File: config.mk
export PLATFORM = sky130hd
export DESIGN_NAME = vmps_queue
export DESIGN_NICKNAME = d
export VERILOG_FILES = /design/src/rtl/video_mode_pixel_serializer_assert.svh /design/src/rtl/vmps_pkg.sv /design/src/rtl/vmps_queue.sv
export SDC_FILE = /design/constraint.sdc
export NUM_CORES = 1
export LEC_CHECK = 0
export BUFFER_PORTS_ARGS = -buffer_cell sky130_fd_sc_hd__buf_4
export CAP_MARGIN = 20
export CORE_ASPECT_RATIO = 2
export CORE_MARGIN = 3
export CORE_UTILIZATION = 50
export DETAILED_ROUTE_END_ITERATION = 12
export GPL_TIMING_DRIVEN = 1
export PLACE_DENSITY = 0.85
export SLEW_MARGIN = 20
export SYNTH_ARGS = -nofsm -noshare
export SYNTH_HDL_FRONTEND = slang
export SYNTH_SLANG_ARGS = --single-unit
File: constraint.sdc
create_clock -name aclk -period 6.8 [get_ports aclk]
set_input_delay 0.34 -clock aclk [delete_from_list [all_inputs] [get_ports aclk]]
set_output_delay 0.34 -clock aclk [all_outputs]
set_load 0.01 [all_outputs]
File: src/rtl/video_mode_pixel_serializer_assert.svh
// ----------------------------------------------------------------------------
// Assertion macros for the video mode pixel serializer
// Shared concurrent assertion forms, clocked and reset-qualified.
// ----------------------------------------------------------------------------
`ifndef VIDEO_MODE_PIXEL_SERIALIZER_ASSERT_SVH
`define VIDEO_MODE_PIXEL_SERIALIZER_ASSERT_SVH

// same-cycle implication
`define VMPS_ASSERT_IMP(lbl, clk, rst_n, ante, cons) \
    lbl: assert property (@(posedge clk) disable iff (!(rst_n)) (ante) |-> (cons)) \
        else $error("vmps assertion failed: same-cycle implication");

// next-cycle implication
`define VMPS_ASSERT_NEXT(lbl, clk, rst_n, ante, cons) \
    lbl: assert property (@(posedge clk) disable iff (!(rst_n)) (ante) |=> (cons)) \
        else $error("vmps assertion failed: next-cycle implication");

`endif

File: src/rtl/vmps_pkg.sv
// ----------------------------------------------------------------------------
// vmps_pkg
// Types and constants shared by the serializer front, queue and back.
// ----------------------------------------------------------------------------
package vmps_pkg;

    localparam int ADDR_W        = 12;
    localparam int ROM_DEPTH_DEF = 4096;
    localparam int ROM_DATA_W    = 8;
    localparam int SAMPLE_W      = 14;
    localparam int QUEUE_DEPTH   = 2;
    localparam int CNT_W         = $clog2(QUEUE_DEPTH + 1);
    localparam int PTR_W         = $clog2(QUEUE_DEPTH);

    // mode register indexes
    localparam logic CFG_ENHANCED  = 1'b0;
    localparam logic CFG_ALTERNATE = 1'b1;

    // glyph order detection: either marker entry holding this value
    // means the ROM stores glyphs mirrored
    localparam logic [ADDR_W-1:0]     MARK_ADDR_LO = 12'h121;
    localparam logic [ADDR_W-1:0]     MARK_ADDR_HI = 12'h122;
    localparam logic [ROM_DATA_W-1:0] MARK_VALUE   = 8'h3c;

    typedef enum logic [2:0] {
        OP_TEXT    = 3'd0,
        OP_DTEXT   = 3'd1,
        OP_LORES   = 3'd2,
        OP_DLORES  = 3'd3,
        OP_HIRES   = 3'd4,
        OP_DHIRES  = 3'd5,
        OP_ROM_WR  = 3'd6,
        OP_IGNORE  = 3'd7
    } op_t;

    // classified request as held in the queue
    typedef struct packed {
        op_t                    kind;
        logic [ADDR_W-1:0]      addr_a;   // text glyph, aux glyph or write addr
        logic [ADDR_W-1:0]      addr_b;   // main glyph (double text)
        logic [7:0]             main_byte;
        logic [7:0]             aux_byte;
        logic [2:0]             scan_line;
        logic                   column_odd;
        logic [ROM_DATA_W-1:0]  rom_data;
        logic                   span_end;
    } entry_t;

    // queue to back handshake
    typedef struct packed {
        logic   valid;
        entry_t entry;
    } q_out_t;

endpackage

File: src/rtl/vmps_queue.sv
// ----------------------------------------------------------------------------
// vmps_queue
// Short FIFO between front and back.
// ----------------------------------------------------------------------------
module vmps_queue (
    input  logic                  aclk,
    input  logic                  aresetn,
    input  logic                  push,
    input  vmps_pkg::entry_t      push_entry,
    input  logic                  pop,
    output logic                  not_full,
    output vmps_pkg::q_out_t      q_out
);

    vmps_pkg::entry_t                entries_reg [vmps_pkg::QUEUE_DEPTH];
    logic [vmps_pkg::PTR_W-1:0]      wr_ptr_reg, wr_ptr_next;
    logic [vmps_pkg::PTR_W-1:0]      rd_ptr_reg, rd_ptr_next;
    logic [vmps_pkg::CNT_W-1:0]      count_reg, count_next;

    localparam logic [vmps_pkg::CNT_W-1:0] FULL_CNT =
        vmps_pkg::CNT_W'(vmps_pkg::QUEUE_DEPTH);
    localparam logic [vmps_pkg::PTR_W-1:0] LAST_PTR =
        vmps_pkg::PTR_W'(vmps_pkg::QUEUE_DEPTH - 1);

    always_comb begin
        wr_ptr_next = wr_ptr_reg;
        rd_ptr_next = rd_ptr_reg;
        count_next  = count_reg;
        if (push) begin
            wr_ptr_next = (wr_ptr_reg == LAST_PTR) ? '0 : wr_ptr_reg + 1'b1;
        end
        if (pop) begin
            rd_ptr_next = (rd_ptr_reg == LAST_PTR) ? '0 : rd_ptr_reg + 1'b1;
        end
        priority if (push && !pop) begin
            count_next = count_reg + 1'b1;
        end else if (pop && !push) begin
            count_next = count_reg - 1'b1;
        end else begin
            count_next = count_reg;
        end
    end

    always_ff @(posedge aclk) begin
        if (!aresetn) begin
            wr_ptr_reg <= '0;
            rd_ptr_reg <= '0;
            count_reg  <= '0;
        end else begin
            wr_ptr_reg <= wr_ptr_next;
            rd_ptr_reg <= rd_ptr_next;
            count_reg  <= count_next;
        end
    end

    always_ff @(posedge aclk) begin
        if (push) begin
            entries_reg[wr_ptr_reg] <= push_entry;
        end
    end

    assign not_full    = (count_reg != FULL_CNT);
    assign q_out.valid = (count_reg != '0);
    assign q_out.entry = entries_reg[rd_ptr_reg];

endmodule

==> out/qor.csv <==
stage,metric,value,unit
run_status,status,completed,
clocking,Post CTS Setup Buffer Count,0,
final_layout,Area Growth Syn to Fin,36.2,%
synth,Mean Syn Cell Area,21.8,sq um
setup_path,top cell family by delay on the critical path,buffers and inverters,
setup_path,critical path depth in cells,3,
final_layout,fillcell total,525,
timing,final hold vios,0,
setup_path,slowest CP cell,buf_4,
clocking,"Clk Latency, worst-skew pair",0.40,ns
hold_path,worst hold stages,1,
setup_path,Crit Path Category,reg2out,
synth,fraction of registers with async set/reset,0,%
synth,Synth area leader,edfxtp_1,
global_routing,largest net degree at the start of global routing,57,
timing,"Slew Viols, Final",0,
final_layout,max reg flops,112,
routing,final WL,7790,um
routing,Via density,5.06,
floorplanning,die width,71.3,um
setup_path,CP peak stage delay,0.56,ns
synth,post-synthesis cell type count,18,
setup_path,crit path DAT,1.87,ns
floorplanning,Die Ht,137,um
routing,DRC,0,
routing,Via Count,2227,
routing,wire per inst,17.7,um
setup_path,CP endpoint kind,primary output,
setup_path,crit path launch type,flop,
synth,Yosys warnings,0,
clocking,CTS H-tree lvls,4,
global_routing,initial antenna violation count,0,
synth,Post-synth EDFFs,112,
timing,Slew HR,50.9,%
clocking,CTS tree,yes,
global_routing,GR Overflow Total,0,
synth,"top cells by count, synth","edfxtp_1 (112), mux2_1 (56), dfxtp_1 (5), and2_1 (4), buf_6 (4)",
synth,register area share after synthesis,81.1,%
setup_path,"Max FO, Critical Path",56,
clocking,CTS max path bufs,2,
setup_path,RR Startpoint,wr_ptr_reg$_SDFFE_PN0P_,
hold_path,hold path endpoint,entries_reg[0][35]$_DFFE_PP_,
synth,top-count cell post-synth,edfxtp_1,
hold_path,worst min-delay path class,in2reg,
power,Peak VDD IR,0.286,mV
synth,Seq cells post-synth,117,
power,total leakage power,2.23,nW
floorplanning,row cnt,47,
routing,initial DRC count,96,
setup_path,worst r2r dst,entries_reg[1][54]$_DFFE_PP_,
placed_design,HPWL Detailed,5280,um
routing,DRT Pass-1 Iters,4,
final_layout,share of layout cells above drive strength 1,43.3,%
clocking,TritonCTS Buffers,17,
global_routing,vias in the first global route,2447,
power,power per cell area,321,nW/um^2
placed_design,count of input and output buffers,117,
clocking,Hold Buf Count CTS,0,
floorplanning,I/O pin count,118,
timing,fin crit share,32.5,%
clocking,TritonCTS Sinks,117,
synth,ys flop type,edfxtp_1,
floorplanning,die area,9750,sq um
timing,final setup TNS,0,ns
global_routing,GR Util All Layers,16.8,%
hold_path,min-delay src,push_entry[35],
routing,ANT nets after route,0,
setup_path,Worst path most repeated cell,buf_4,
setup_path,Required @ worst endpoint,6.46,ns
synth,synthesized cell area,4270,sq um
final_layout,fin util,70.2,%
setup_path,CP Cell Sequence,buf_4 -> mux2_1 -> buf_4,
final_layout,Total Nets Final,390,
timing,final clock skew,0.00671,ns
setup_path,worst reg2reg path depth,2,
final_layout,diode count,0,
global_routing,global-route wire length before repair,11600,um
timing,Final Setup Violations,0,
flow_run,# Max-Cap Violations,0,
placed_design,GPL Wtd Cong,0.704,
synth,instance count of the mapped netlist,196,
clocking,root buffer cell,clkbuf_16,
floorplanning,starting density of the core,51.5,%
timing,RSZ-0062 raised after global routing,no,
synth,Synth top area share,78.8,%
clocking,CTS resizes,0,
synth,syn_nets,257,
timing,"Min Clock Period, post-route",2.21,ns
timing,Slew @ Worst Pin,0.737,ns
power,Final Power,1.87,mW
timing,fmax,452,MHz
floorplanning,core area,8290,sq um
clocking,Clock transition at path regs,0.05,ns
setup_path,CP bufs+invs,2,
synth,"top cells by area, synth","edfxtp_1 (79%), mux2_1 (15%), dfxtp_1 (2.3%)",
setup_path,"setup slack, reg-to-reg",5.12,ns
==> worst max path at each step <==
stage                                       end  from
floorplan           entries_reg[0][0]$_DFFE_PP_  push
global placement                      q_out[25]  flop
detailed placement                    q_out[25]  flop
CTS                                   q_out[25]  flop
global route                          q_out[13]  flop
finish                                q_out[12]  flop
==> worst reg2reg max path, stage by stage (launching register included) <==
cell	delay, ns
dfxtp_1	0.38
and2_2	0.32
buf_4	0.56
==> stage by stage <==
stage / setup slack, ns / hold slack, ns / std cells / cell area [sq um]
finish: 4.59 / 0.127 / 440 / 5820
CTS: 4.55 / 0.104 / 440 / 5820
floorplan: 3.48 / 0.439 / 196 / 4270
detailed placement: 4.98 / 0.510 / 408 / 5250
global placement: 4.98 / 0.486 / 408 / 5250
global route: 4.48 / 0.102 / 440 / 5820
==> power breakdown <==
part	switching, mW	leakage, nW	internal (mW)
clock network	0.277	0.274	0.565
registers	0.00963	1.09	0.834
logic	0.0861	0.861	0.0955
total	0.373	2.23	1.50
==> cell usage in the layout (no fill, tap or decap) <==
cell type   count
clkinvlp_4      2
clkbuf_16      17
dfxtp_2         1
o21a_1          1
and2_2          1
clkbuf_1        2
mux2_1         56
buf_4         120
o21ai_0         1
nor2b_1         1
or2_1           1
inv_1           1
or3_1           1
ha_1            1
xnor2_1         1
clkinv_2        3
nand2b_1        1
bufinv_16       3
xor2_1          2
a21boi_1        1
dfxtp_1         4
nor2b_4         1
edfxtp_1      112
and2_1          3
clkinv_1        5
==> per-layer routing <==
metal	GRT usage, %	part of all wire, %
met2	29.4	59
met4	9.94	2.9
met1	14.7	31
met3	8.68	7.0
met5	0	0
==> kinds of logic (layout without fill, tap and decap cells) <==
| group | Yosys count | count (layout) | share of synthesized area, % |
|---|---|---|---|
| flip-flops | 117 | 117 | 81.1 |
| multiplexers | 56 | 56 | 14.8 |
| AND/OR/NAND/NOR | 9 | 9 | 1.32 |
| buffers and inverters | 7 | 153 | 1.44 |
| AO/OA/AOI/OAI | 3 | 3 | 0.469 |
| XOR/XNOR | 3 | 3 | 0.615 |
| adder cells (fa/ha/maj) | 1 | 1 | 0.293 |
==> final cells by class <==
cell class | count | area [sq um] | area share, %
Clock inverter | 13 | 139 | 2.39
Multi-Input combinational cell | 72 | 754 | 13.0
Inverter | 1 | 3.75 | 0.0645
Sequential cell | 117 | 3460 | 59.5
Clock buffer | 19 | 433 | 7.44
Tap cell | 98 | 123 | 2.11
Timing Repair Buffer | 120 | 901 | 15.5
(Power assumes the default switching activity.)
