===== src/rtl/video_mode_pixel_serializer_assert.svh =====
// ----------------------------------------------------------------------------
// Assertion macros for the video mode pixel serializer
// Shared concurrent assertion forms, clocked and reset-qualified.
// ----------------------------------------------------------------------------
`ifndef VIDEO_MODE_PIXEL_SERIALIZER_ASSERT_SVH
`define VIDEO_MODE_PIXEL_SERIALIZER_ASSERT_SVH

// same-cycle implication
`define VMPS_ASSERT_IMP(lbl, clk, rst_n, ante, cons) \
    lbl: assert property (@(posedge clk) disable iff (!(rst_n)) (ante) |-> (cons)) \
        else $error("vmps assertion failed: same-cycle implication");

// next-cycle implication
`define VMPS_ASSERT_NEXT(lbl, clk, rst_n, ante, cons) \
    lbl: assert property (@(posedge clk) disable iff (!(rst_n)) (ante) |=> (cons)) \
        else $error("vmps assertion failed: next-cycle implication");

`endif


===== src/rtl/vmps_pkg.sv =====
// ----------------------------------------------------------------------------
// vmps_pkg
// Types and constants shared by the serializer front, queue and back.
// ----------------------------------------------------------------------------
package vmps_pkg;

    localparam int ADDR_W        = 12;
    localparam int ROM_DEPTH_DEF = 4096;
    localparam int ROM_DATA_W    = 8;
    localparam int SAMPLE_W      = 14;
    localparam int QUEUE_DEPTH   = 2;
    localparam int CNT_W         = $clog2(QUEUE_DEPTH + 1);
    localparam int PTR_W         = $clog2(QUEUE_DEPTH);

    // mode register indexes
    localparam logic CFG_ENHANCED  = 1'b0;
    localparam logic CFG_ALTERNATE = 1'b1;

    // glyph order detection: either marker entry holding this value
    // means the ROM stores glyphs mirrored
    localparam logic [ADDR_W-1:0]     MARK_ADDR_LO = 12'h121;
    localparam logic [ADDR_W-1:0]     MARK_ADDR_HI = 12'h122;
    localparam logic [ROM_DATA_W-1:0] MARK_VALUE   = 8'h3c;

    typedef enum logic [2:0] {
        OP_TEXT    = 3'd0,
        OP_DTEXT   = 3'd1,
        OP_LORES   = 3'd2,
        OP_DLORES  = 3'd3,
        OP_HIRES   = 3'd4,
        OP_DHIRES  = 3'd5,
        OP_ROM_WR  = 3'd6,
        OP_IGNORE  = 3'd7
    } op_t;

    // classified request as held in the queue
    typedef struct packed {
        op_t                    kind;
        logic [ADDR_W-1:0]      addr_a;   // text glyph, aux glyph or write addr
        logic [ADDR_W-1:0]      addr_b;   // main glyph (double text)
        logic [7:0]             main_byte;
        logic [7:0]             aux_byte;
        logic [2:0]             scan_line;
        logic                   column_odd;
        logic [ROM_DATA_W-1:0]  rom_data;
        logic                   span_end;
    } entry_t;

    // queue to back handshake
    typedef struct packed {
        logic   valid;
        entry_t entry;
    } q_out_t;

endpackage


===== src/rtl/vmps_front.sv =====
// ----------------------------------------------------------------------------
// vmps_front
// Accepts requests, drops ignored ones, forms ROM addresses for the queue.
// ----------------------------------------------------------------------------
module vmps_front #(
    parameter int ROM_DEPTH = vmps_pkg::ROM_DEPTH_DEF
) (
    input  logic                  s_tvalid,
    input  logic                  s_tready,
    input  logic [2:0]            s_tuser,
    input  logic [39:0]           s_tdata,
    input  logic                  s_tlast,
    input  logic                  enhanced_model,
    input  logic                  alternate_charset,
    output logic                  push,
    output vmps_pkg::entry_t      push_entry
);

    localparam logic [vmps_pkg::ADDR_W:0] DEPTH_W = (vmps_pkg::ADDR_W + 1)'(ROM_DEPTH);

    // one conditional subtract: wraps correctly only for addresses below twice the depth
    function automatic logic [vmps_pkg::ADDR_W-1:0] wrap_addr(
        input logic [vmps_pkg::ADDR_W-1:0] a
    );
        logic [vmps_pkg::ADDR_W:0] w;
        w = {1'b0, a};
        if (w >= DEPTH_W) begin
            w = w - DEPTH_W;
        end
        return w[vmps_pkg::ADDR_W-1:0];
    endfunction

    vmps_pkg::op_t op;
    logic [7:0]    main_byte;
    logic [7:0]    aux_byte;
    logic [2:0]    scan_line;
    logic [8:0]    char_code;
    logic [vmps_pkg::ADDR_W-1:0] text_addr;
    logic [vmps_pkg::ADDR_W-1:0] aux_addr;
    logic [vmps_pkg::ADDR_W-1:0] main_addr;

    assign op        = vmps_pkg::op_t'(s_tuser);
    assign main_byte = s_tdata[7:0];
    assign aux_byte  = s_tdata[15:8];
    assign scan_line = s_tdata[18:16];

    // enhanced: full code with alternate set; otherwise low 6 bits only
    assign char_code = enhanced_model ? {alternate_charset, main_byte}
                                      : {3'b000, main_byte[5:0]};
    assign text_addr = {char_code, scan_line};
    assign aux_addr  = {alternate_charset, aux_byte, scan_line};
    assign main_addr = {alternate_charset, main_byte, scan_line};

    always_comb begin
        push_entry            = '0;
        push_entry.kind       = op;
        push_entry.main_byte  = main_byte;
        push_entry.aux_byte   = aux_byte;
        push_entry.scan_line  = scan_line;
        push_entry.column_odd = s_tdata[19];
        push_entry.rom_data   = s_tdata[39:32];
        push_entry.span_end   = s_tlast;
        push_entry.addr_b     = wrap_addr(main_addr);
        unique case (op)
            vmps_pkg::OP_TEXT:   push_entry.addr_a = wrap_addr(text_addr);
            vmps_pkg::OP_DTEXT:  push_entry.addr_a = wrap_addr(aux_addr);
            vmps_pkg::OP_ROM_WR: push_entry.addr_a = wrap_addr(s_tdata[31:20]);
            default:             push_entry.addr_a = '0;
        endcase
    end

    assign push = s_tvalid && s_tready && (op != vmps_pkg::OP_IGNORE);

endmodule


===== config.mk =====
export PLATFORM = sky130hd
export DESIGN_NAME = vmps_front
export DESIGN_NICKNAME = d
export VERILOG_FILES = /design/src/rtl/video_mode_pixel_serializer_assert.svh /design/src/rtl/vmps_pkg.sv /design/src/rtl/vmps_front.sv
export SDC_FILE = /design/constraint.sdc
export NUM_CORES = 1
export LEC_CHECK = 0
export ABC_AREA = 1
export BUFFER_PORTS_ARGS = -buffer_cell sky130_fd_sc_hd__buf_4
export CAP_MARGIN = 20
export CORE_MARGIN = 8
export CORE_UTILIZATION = 34
export DETAILED_ROUTE_END_ITERATION = 10
export GPL_TIMING_DRIVEN = 0
export PLACE_DENSITY = 0.91
export SETUP_SLACK_MARGIN = 0.4
export SYNTH_ARGS = -nofsm -noshare
export SYNTH_HDL_FRONTEND = slang
export SYNTH_SLANG_ARGS = --single-unit

===== constraint.sdc =====
create_clock -name vclk -period 1.15
set_input_delay 0.115 -clock vclk [all_inputs]
set_output_delay 0.115 -clock vclk [all_outputs]
set_load 0.05 [all_outputs]

==> results of run 1 <==
## Yosys cell counts
cell     count
nand3_1     26
nand2_1      3
buf_6        1
nor2_2       1
nand4_1     24
inv_2        3
buf_2        5
buf_4       46
inv_1        4
## logic make-up after synthesis
kind of cell / Yosys count / share of synthesized area [%]
buffers and inverters: 59 / 57.80
AND/OR/NAND/NOR: 54 / 42.20
## through the flow
| stage | hold WS, ns | util, % |
|---|---|---|
| after detailed placement | 0.4877 | 86.16 |
| after floorplan | 0.3971 | - |
| after global placement | 0.4865 | 86.16 |
==> results.sh, run 1 <==
export IMPL_ios=105
export IMPL_stop_stage="clock tree synthesis (4_1_cts)"
export IMPL_cts_resized=52
export IMPL_synth_area_top_cells="buf_4 49%, nand4_1 21%, nand3_1 18%"
export IMPL_outcome="did not finish"
export IMPL_portBuffers=95
export IMPL_num_rows=16
export IMPL_netlist_cell_type_count=9
export IMPL_placed_area_um2=1690
export IMPL_avgSynthCellArea_um2=6.245
export IMPL_syn_area_um2=705.7
export IMPL_place_gp_congestion=0.7336
export IMPL_netlist_area_leader_share_pct=48.94
export IMPL_dp_slack_ns=0.06374
export IMPL_placed_cells=235
export IMPL_die_h_um=61.56
export IMPL_synth_seq_area_share_pct=0
export IMPL_yosysTopAreaCell="buf_4"
export IMPL_synth_cells=113
export IMPL_tool_error="[ERROR DPL-0038] Utilization greater than 100%, impossible to legalize"
export IMPL_initial_utilization_pct=35.97
export IMPL_yosys_warnings=0
export IMPL_syn_num_nets=161
export IMPL_die_w_um=61.56
export IMPL_cts_setup_buffers=8
export IMPL_dp_hpwl_um=3211
export IMPL_cts_hold_buf=0
==> inputs of run 2 (changes only) <==
Settings changed: CORE_AREA set to 8 8 69 71, CORE_MARGIN 8 to unset, CORE_UTILIZATION 34 to unset, DIE_AREA set to 0 0 77 79, PLACE_DENSITY 0.91 to unset, PLACE_DENSITY_LB_ADDON set to 0.15, SETUP_SLACK_MARGIN 0.4 to unset.
==> run 2 against run 1 <==
Area after synthesis unchanged. The run now ends clean. Synthesized cell count is the same.
==> results.sh, run 2 <==
export IMPL_outcome="finished, final reports clean"
export IMPL_final_seq_area_um2=0
export IMPL_core_um2=3799
export IMPL_drt_iter0_drc=31
export IMPL_setup_viol=0
export IMPL_grt_pass1_wl_um=5230
export IMPL_synth_cells=113
export IMPL_leakagePower_nw=0.8530
export IMPL_slew_headroom_pct=87.03
export IMPL_globalRouteMet3Util_pct=4.176
export IMPL_p_per_area_nw_per_um2=624.7
export IMPL_netlist_cell_type_count=9
export IMPL_syn_num_nets=161
export IMPL_place_gp_congestion=0.7332
export IMPL_areaGrowthSynthToFinish_pct=109.9
export IMPL_fin_crit_ns=1.093
export IMPL_final_setup_tns_ns=0
export IMPL_nNetsFinal=257
export IMPL_synth_area_top_cells="buf_4 49%, nand4_1 21%, nand3_1 18%"
export IMPL_hold_viol_final=0
export IMPL_vias=1044
export IMPL_worst_slew_pin_slew_ns=0.1945
export IMPL_yosys_warnings=0
export IMPL_grt_busiest_layer="met2"
export IMPL_die_h_um=79
export IMPL_syn_area_um2=705.7
export IMPL_die_w_um=77
export IMPL_slew_violations=0
export IMPL_grt_overflow=0
export IMPL_avgSynthCellArea_um2=6.245
export IMPL_crit_start="s_tuser[1]"
export IMPL_grt_max_degree=11
export IMPL_flops_and_latches=0
export IMPL_drt_wl_total_um=3309
export IMPL_grt_use_met2_pct=16.40
export IMPL_initial_utilization_pct=18.58
export IMPL_cp_end_kind="output port"
export IMPL_num_rows=23
export IMPL_critPathLaunchType="primary input"
export IMPL_yosysTopAreaCell="buf_4"
export IMPL_synth_top_cells_by_count="46 x buf_4, 26 x nand3_1, 24 x nand4_1"
export IMPL_netlist_area_leader_share_pct=48.94
export IMPL_grtUsageTotal_pct=9.868
export IMPL_hold_slack_ns=0.4848
export IMPL_antenna_found_initial=0
export IMPL_grt_use_met1_pct=12.33
export IMPL_ios=105
export IMPL_vdd_drop_max_mv=0.1606
export IMPL_drive_above_1_share_pct=72.46
export IMPL_drc=0
export IMPL_placed_area_um2=1481
export IMPL_cp_max_fo=10
export IMPL_hold_class="primary input to output port"
export IMPL_layout_common_cells="141 x buf_4, 26 x nand3_1, 24 x nand4_1, 4 x inv_1"
export IMPL_max_freq_mhz=914.7
export IMPL_cp_required_ns=1.03
export IMPL_first_pass_iters=4
export IMPL_rsz0062_at_grt="no"
export IMPL_dp_hpwl_um=2871
export IMPL_path_class="primary input to output port"
export IMPL_design_area_um2=1481
export IMPL_layout_commonest_cell="buf_4"
export IMPL_die_area_um2=6083
export IMPL_yosysMostFrequentCell="buf_4"
export IMPL_period_share_pct=95.07
export IMPL_antenna_left=0
export IMPL_portBuffers=95
export IMPL_min_from="s_tdata[33]"
export IMPL_synth_seq_area_share_pct=0
export IMPL_grt_pass1_vias=1078
export IMPL_arrival_ns=0.98
export IMPL_via_per_inst=4.062
export IMPL_max_cap_violations=0
export IMPL_wl_per_cell_um=12.88
export IMPL_clkbuf_count=0
export IMPL_diodes=0
-- run 2: cell counts after synthesis --
No cell type changed its count.
-- run 2: worst max-delay path, stage by stage --
cell      delay [ns]
buf_4           0.13
inv_2           0.10
clkbuf_4        0.21
nand4_1         0.12
nand3_1         0.09
buf_4           0.20
-- run 2: area by class of cell --
cell class         instances  area, um2
plain buffers             51      381.6
fillers                  444       2317
inverters                  7      26.28
multi-input cells         54      297.8
well taps                 50      62.56
repair buffers            95      713.2
-- run 2: worst paths after layout --
path / to / slack [ns] / cells after the start
min: push_entry[2] / 0.48 / 2
max: push_entry[49] / 0.06 / 6
-- run 2: logic make-up (layout without fill, tap and decap cells) --
logic type             count (synthesis)  after routing  synth area share [%]
buffers and inverters                 59            153                 57.80
AND/OR/NAND/NOR                       54             54                 42.20
-- run 2: repair_timing --
action,4_1_cts,5_1_grt
endpoints found under the setup margin,0,9
hold buffers,0,0
hold endpoints to repair,0,0
buffers inserted,0,0
gates resized for setup,0,2
-- run 2: metrics by stage --
step	utilization (%)	setup slack (ns)	power [mW]	instances
2_1_floorplan	-	0.1790	0.6091	113
3_3_place_gp	39.00	0.04834	0.9321	258
3_5_place_dp	39.00	0.04633	0.9322	258
4_1_cts	39.00	0.04153	0.9344	258
5_1_grt	39.00	0.004687	0.9727	257
6_report	39.00	0.05675	0.9254	257
-- run 2: metal layers --
layer  part of all wire [%]  vias to the layer above  wire length, um
li1                       -                      545                -
met1                     44                      438             1453
met2                     45                       61             1474
met3                     12                        0              381
met4                      0                        0                0
met5                      0                        -                0
-- run 2: report_power, final --
group / switching (mW) / internal, mW / leakage [nW] / total (mW)
registers: 0 / 0 / 0 / 0
logic: 0.574 / 0.351 / 0.853 / 0.925
clock network: 0 / 0 / 0 / 0
No activity file was read; power rests on OpenSTA's default activity.
